`config.mk`:
```
export PLATFORM = sky130hd
export DESIGN_NAME = serial_line_editor
export DESIGN_NICKNAME = d
export VERILOG_FILES = /design/src/sle_pkg.sv /design/src/sle_ram.sv /design/src/sle_dec.sv /design/src/serial_line_editor.sv
export SDC_FILE = /design/constraint.sdc
export NUM_CORES = 1
export LEC_CHECK = 0
export BUFFER_PORTS_ARGS = -buffer_cell sky130_fd_sc_hd__buf_4
export CAP_MARGIN = 20
export CORE_AREA = 4 4 193 270
export CTS_BUF_LIST = sky130_fd_sc_hd__clkbuf_8
export DETAILED_ROUTE_END_ITERATION = 10
export DIE_AREA = 0 0 197 274
export GPL_ROUTABILITY_DRIVEN = 0
export GPL_TIMING_DRIVEN = 0
export RECOVER_POWER = 50
export SLEW_MARGIN = 20
export SYNTH_ARGS = -nofsm -noshare
export SYNTH_HDL_FRONTEND = slang
export SYNTH_SLANG_ARGS = --single-unit
```
`constraint.sdc`:
```
create_clock -name clk_i -period 3.8 [get_ports clk_i]
set_clock_uncertainty 0.2 [all_clocks]
set_input_delay 0.38 -clock clk_i [delete_from_list [all_inputs] [get_ports clk_i]]
set_output_delay 0.38 -clock clk_i [all_outputs]
set_load 0.05 [all_outputs]
```
`src/sle_pkg.sv`:
```
package sle_pkg;

  localparam logic [7:0] KEY_BACKSPACE = 8'd8;
  localparam logic [7:0] KEY_RETURN    = 8'd13;
  localparam logic [7:0] PRINT_LOW     = 8'd32;
  localparam logic [7:0] PRINT_HIGH    = 8'd126;

  localparam int unsigned CHAR_W = 7;
  localparam int unsigned LEN_W  = 6;

  typedef enum logic [1:0] {
    CLS_IGNORE,
    CLS_BKSP,
    CLS_PRINT,
    CLS_RETURN
  } byte_class_e;

endpackage

```
`src/sle_ram.sv`:
```
module sle_ram #(
  parameter int unsigned WIDTH = 8,
  parameter int unsigned DEPTH = 64
) (
  input  logic                     clk_i,
  input  logic                     we_i,
  input  logic [$clog2(DEPTH)-1:0] waddr_i,
  input  logic [WIDTH-1:0]         wdata_i,
  input  logic                     re_i,
  input  logic [$clog2(DEPTH)-1:0] raddr_i,
  output logic [WIDTH-1:0]         rdata_o
);

  logic [WIDTH-1:0] mem_q [DEPTH];
  logic [WIDTH-1:0] rdata_q;

  always_ff @(posedge clk_i) begin
    if (we_i) begin
      mem_q[waddr_i] <= wdata_i;
    end
    if (re_i) begin
      rdata_q <= mem_q[raddr_i];
    end
  end

  assign rdata_o = rdata_q;

endmodule

```
`src/sle_dec.sv`:
```
module sle_dec (
  input  logic                      [7:0] rx_byte_i,
  output sle_pkg::byte_class_e            cls_o
);

  import sle_pkg::*;

  always_comb begin
    if (rx_byte_i == KEY_BACKSPACE) begin
      cls_o = CLS_BKSP;
    end else if (rx_byte_i == KEY_RETURN) begin
      cls_o = CLS_RETURN;
    end else if (rx_byte_i >= PRINT_LOW && rx_byte_i <= PRINT_HIGH) begin
      cls_o = CLS_PRINT;
    end else begin
      cls_o = CLS_IGNORE;
    end
  end

endmodule

```
`src/serial_line_editor.sv`:
```
// Line buffer for received serial bytes. Backspace drops the last stored
// character, printable bytes are stored while the count is below
// min(max_chars, LINE_DEPTH-1), other bytes are ignored. Carriage return
// sends the stored characters in order, each with the line length, then a
// zero terminator flagged is_last, and starts a new line. Backspace,
// printable and ignored bytes do not stall the input. A carriage return
// holds the input stalled while each stored character is read through
// the single registered read port of the line store and passed out, then
// the terminator; output stalls extend it. max_chars may be written only
// while the block is idle; reset value is 63.
module serial_line_editor #(
  parameter int unsigned LINE_DEPTH = 64
) (
  input  logic                        clk_i,
  input  logic                        rst_ni,

  input  logic                        cfg_we_i,
  input  logic [sle_pkg::LEN_W-1:0]   cfg_data_i,

  input  logic                        rx_valid_i,
  output logic                        rx_stall_o,
  input  logic [7:0]                  rx_byte_i,

  output logic                        out_valid_o,
  input  logic                        out_stall_i,
  output logic [sle_pkg::CHAR_W-1:0]  out_char_o,
  output logic [sle_pkg::LEN_W-1:0]   line_length_o,
  output logic                        is_last_o
);

  import sle_pkg::*;

  localparam int unsigned CNT_W = $clog2(LINE_DEPTH);
  localparam logic [8:0]  CAP   = 9'(LINE_DEPTH - 1);

  localparam logic [1:0] ST_IDLE = 2'd0;
  localparam logic [1:0] ST_READ = 2'd1;
  localparam logic [1:0] ST_LOAD = 2'd2;
  localparam logic [1:0] ST_TERM = 2'd3;

  logic [1:0]        state_q, state_d;
  logic [CNT_W-1:0]  cnt_q, cnt_d;
  logic [CNT_W-1:0]  idx_q, idx_d;
  logic [LEN_W-1:0]  max_q;

  logic              out_valid_q, out_valid_d;
  logic [CHAR_W-1:0] out_char_q, out_char_d;
  logic [LEN_W-1:0]  out_len_q, out_len_d;
  logic              out_last_q, out_last_d;

  byte_class_e       cls;
  logic              rx_take;
  logic              slot_free;
  logic [8:0]        limit;
  logic              ram_we, ram_re;
  logic [CHAR_W-1:0] ram_rdata;

  sle_dec u_dec (
    .rx_byte_i (rx_byte_i),
    .cls_o     (cls)
  );

  sle_ram #(
    .WIDTH (CHAR_W),
    .DEPTH (LINE_DEPTH)
  ) u_store (
    .clk_i   (clk_i),
    .we_i    (ram_we),
    .waddr_i (cnt_q),
    .wdata_i (rx_byte_i[CHAR_W-1:0]),
    .re_i    (ram_re),
    .raddr_i (idx_q),
    .rdata_o (ram_rdata)
  );

  assign rx_stall_o = (state_q != ST_IDLE);
  assign rx_take    = rx_valid_i && !rx_stall_o;
  assign slot_free  = !out_valid_q || !out_stall_i;
  assign limit      = (9'(max_q) < CAP) ? 9'(max_q) : CAP;

  always_comb begin
    state_d     = state_q;
    cnt_d       = cnt_q;
    idx_d       = idx_q;
    out_valid_d = out_valid_q && out_stall_i;
    out_char_d  = out_char_q;
    out_len_d   = out_len_q;
    out_last_d  = out_last_q;
    ram_we      = 1'b0;
    ram_re      = 1'b0;
    case (state_q)
      ST_IDLE: begin
        if (rx_take) begin
          case (cls)
            CLS_BKSP: begin
              if (cnt_q != '0) begin
                cnt_d = cnt_q - 1'b1;
              end
            end
            CLS_PRINT: begin
              if (9'(cnt_q) < limit) begin
                ram_we = 1'b1;
                cnt_d  = cnt_q + 1'b1;
              end
            end
            CLS_RETURN: begin
              idx_d   = '0;
              state_d = (cnt_q != '0) ? ST_READ : ST_TERM;
            end
            default: ;
          endcase
        end
      end
      ST_READ: begin
        ram_re  = 1'b1;
        state_d = ST_LOAD;
      end
      ST_LOAD: begin
        if (slot_free) begin
          out_valid_d = 1'b1;
          out_char_d  = ram_rdata;
          out_len_d   = LEN_W'(cnt_q);
          out_last_d  = 1'b0;
          idx_d       = idx_q + 1'b1;
          state_d     = (idx_q == cnt_q - 1'b1) ? ST_TERM : ST_READ;
        end
      end
      ST_TERM: begin
        if (slot_free) begin
          out_valid_d = 1'b1;
          out_char_d  = '0;
          out_len_d   = LEN_W'(cnt_q);
          out_last_d  = 1'b1;
          cnt_d       = '0;
          state_d     = ST_IDLE;
        end
      end
      default: begin
        state_d = ST_IDLE;
      end
    endcase
  end

  always_ff @(posedge clk_i or negedge rst_ni) begin
    if (!rst_ni) begin
      state_q     <= ST_IDLE;
      cnt_q       <= '0;
      idx_q       <= '0;
      max_q       <= LEN_W'(63);
      out_valid_q <= 1'b0;
    end else begin
      state_q     <= state_d;
      cnt_q       <= cnt_d;
      idx_q       <= idx_d;
      out_valid_q <= out_valid_d;
      if (cfg_we_i) begin
        max_q <= cfg_data_i;
      end
    end
  end

  always_ff @(posedge clk_i) begin
    out_char_q <= out_char_d;
    out_len_q  <= out_len_d;
    out_last_q <= out_last_d;
  end

  assign out_valid_o   = out_valid_q;
  assign out_char_o    = out_char_q;
  assign line_length_o = out_len_q;
  assign is_last_o     = out_last_q;

endmodule
```
==> results.tsv <==
metric	value	unit
nets	1196	
r2r_setup_slack	0.11	ns
path_cells	buf_4 -> nor2_1 -> a311o_1 -> buf_2 -> a2111oi_4 -> nand4_1 -> nor2_1	
insertion_delay	0.63	ns
cts_buffers	71	
arrival	3.78	ns
startpoint_type	input port	
drt_first_iter_violations	1169	
wl_per_cell	27.5	um
crit_family	simple AND/OR/NAND/NOR gates	
vias	10500	
first_global_vias	11000	
dpl_cell_area	20700	um2
synth-edff-count	469	
layout_min_cycle_time	3.73	ns
cts_tree	yes	
area_growth	12.2	%
yosysWarnings	0	
antenna_found_initial	1	
cp-end-kind	flip-flop	
num_io_pins	35	
post_cts_resized	0	
tightest_slew	1.11	ns
ys_types	57	
holdWs	0.0394	ns
hpwl	32900	um
cts_setup_buffers	0	
synth_mux_area_frac	0.142	
fin_tns_setup	0	ns
first_pass_iters	5	
rsz0062_at_grt	false	
grt_use_total	0.190	
synthAdderAreaFrac	0.00829	
synth_top_cells_by_count	469 x edfxtp_1, 96 x mux4_2, 96 x nor2_1, 58 x mux2i_1, 31 x nand2_1	
syn_avg_cell_area	18.8	um2
crit_slowest_cell	nor2_1	
coreArea	49800	um2
outcome	complete, no violations	
die_area	54000	um2
rows	97	
path_class	in2reg	
drc	0	
synth-compound-area-share	0.0422	
cp_max_fo	66	
post-route-util	0.442	
syn_inst	1045	
synth_top_area_frac	0.718	
ir_worst_vdd	0.464	mV
clockRootBuffer	clkbuf_8	
overflow	0	
htreeDepth	3	
hp-class	in2reg	
drive_above_1_share	0.202	
critPathMaxStageDelay	0.81	ns
die_x	197	um
synth.top_cells.by_area	edfxtp_1 72%, mux4_2 11%, mux2i_1 3.0%, dfrtp_1 1.9%, nor2_1 1.8%	
ant_nets	0	
synth_top_family_by_area	multiplexers	
grt_max_degree	67	
die_h	274	um
dp.cells	1722	
clock_path_buffers	3	
synth_nets	1077	
synth-simple-area-share	0.0407	
critPathBufInv	2	
worstPathRequired	3.85	ns
drv_slew	0	
leakagePower	6.93	nW
slew_headroom	0.261	
grt_pass1_wl	74200	um
min_period_over_period	0.982	
drt_wl_total	51000	um
portBuffers	34	
p_per_area	620	nW/um2
max_freq	0.268	GHz
synth_area	19600	um2
finalHoldViolCount	0	
start_util	0.394	
synth_xor_area_frac	0.00536	
cpMostUsedCell	nor2_1	
synthArstFlopShare	0.0429	
stdcell_area	22000	um2
clk_pin_slew	0.06	ns
yosysSeqAreaShare	0.745	
synth_ff_type	edfxtp_1	
detail_route.vias_per_cell	5.69	
instances_no_fill	1854	
maxCapViolCount	0	
yosys.area.top_type	edfxtp_1	
ys_seq_elements	490	
cts.sinks	490	
synth.most_common_cell	edfxtp_1	
setup_violations	0	
==> path summary, 6_finish.rpt <==
| kind | start | to | cells past startpoint |
|---|---|---|---|
| max in group asynchronous | rst_ni | cnt_q[0] | 3 |
| setup / recovery | rx_byte_i[5] | u_store.mem_q[26][4] | 7 |
| setup reg to reg | max_q[5] | u_store.mem_q[26][4] | 7 |
| min in group asynchronous | rst_ni | max_q[4] | 2 |
| hold / removal | cfg_we_i | max_q[4] | 4 |
| hold reg to reg | cnt_q[0] | line_length_o[0] | 0 |
==> worst register-to-register path: stages (launching register included) <==
cell and delay (ns):
dfstp_2 0.52, inv_1 0.05, ha_1 0.28, a21oi_1 0.15, o21ai_0 0.18, a2111oi_4 0.49, nand4_1 0.65, nor2_1 0.81
==> state kept, by name, indices dropped and copies added (netlist names), 2 cells and up <==
register,cells
state_q,2
idx_q,6
max_q,6
line_length_o,6
cnt_q,6
u_store.rdata_o,7
u_store.mem_q,448
out_char_o,7
==> layout by cell type, fill, tap and decap left out, drive strengths merged, types with 11 or more instances in the layout <==
master,instances
nand3,20
nor2,96
mux4,96
o22ai,18
dlygate4sd3,12
edfxtp,469
mux2i,58
clkbuf,107
clkinv,20
nand2,31
nor2b,11
o21ai,22
inv,41
a21oi,16
a211o,12
ha,13
buf,57
dfrtp,15
==> cell type report <==
type | instances | area [um2]
Timing Repair Buffer | 46 | 353
Clock buffer | 72 | 991
Antenna cell | 1 | 2.50
Sequential cell | 490 | 14600
Clock inverter | 47 | 240
Inverter | 18 | 67.6
Fill cell | 4326 | 27700
Buffer | 58 | 260
Tap cell | 643 | 805
Multi-Input combinational cell | 479 | 4680
==> where the power goes <==
| part | total (mW) | switching (mW) | leakage, nW | internal [mW] |
|---|---|---|---|---|
| clock | 3.79 | 1.96 | 0.698 | 1.84 |
| sequential | 6.28 | 0.0968 | 4.48 | 6.18 |
| combinational | 3.59 | 2.36 | 1.75 | 1.22 |
| total | 13.7 | 4.42 | 6.93 | 9.24 |
==> layer usage <==
layer | part of all wire | global-route usage | up-vias
met2 | 0.52 | 0.334 | 485
met4 | 0.051 | 0.0942 | 0
li1 | - | - | 4460
met5 | 0 | 0 | -
met3 | 0.065 | 0.0361 | 122
met1 | 0.37 | 0.224 | 5474
==> logic make-up (layout without fill, tap and decap cells) <==
family                     Yosys count  count (layout)
AOI/OAI and AO/OA                  116             116
xor gates and xnor gates            12              12
adders and majority gates           13              13
buffers and inverters               76             241
DFF                                490             490
muxes                              158             158
other                                0               1
and+or+nand+nor                    180             180
==> stage by stage <==
| stage | worst slack [ns] | total power [mW] |
|---|---|---|
| CTS | 0.153 | 13.8 |
| detailed placement | -0.449 | 10.0 |
| finish | 0.0701 | 13.7 |
| global route | 0.0244 | 14.2 |
| global placement | -0.392 | 9.97 |
| floorplan | 1.06 | 8.66 |
==> repair_timing <==
action	in CTS	in global routing
setup endpoints to repair	0	0
hold buffers	12	0
hold endpoints to repair	32	0
Note: power is estimated with default switching activity, not from simulation.
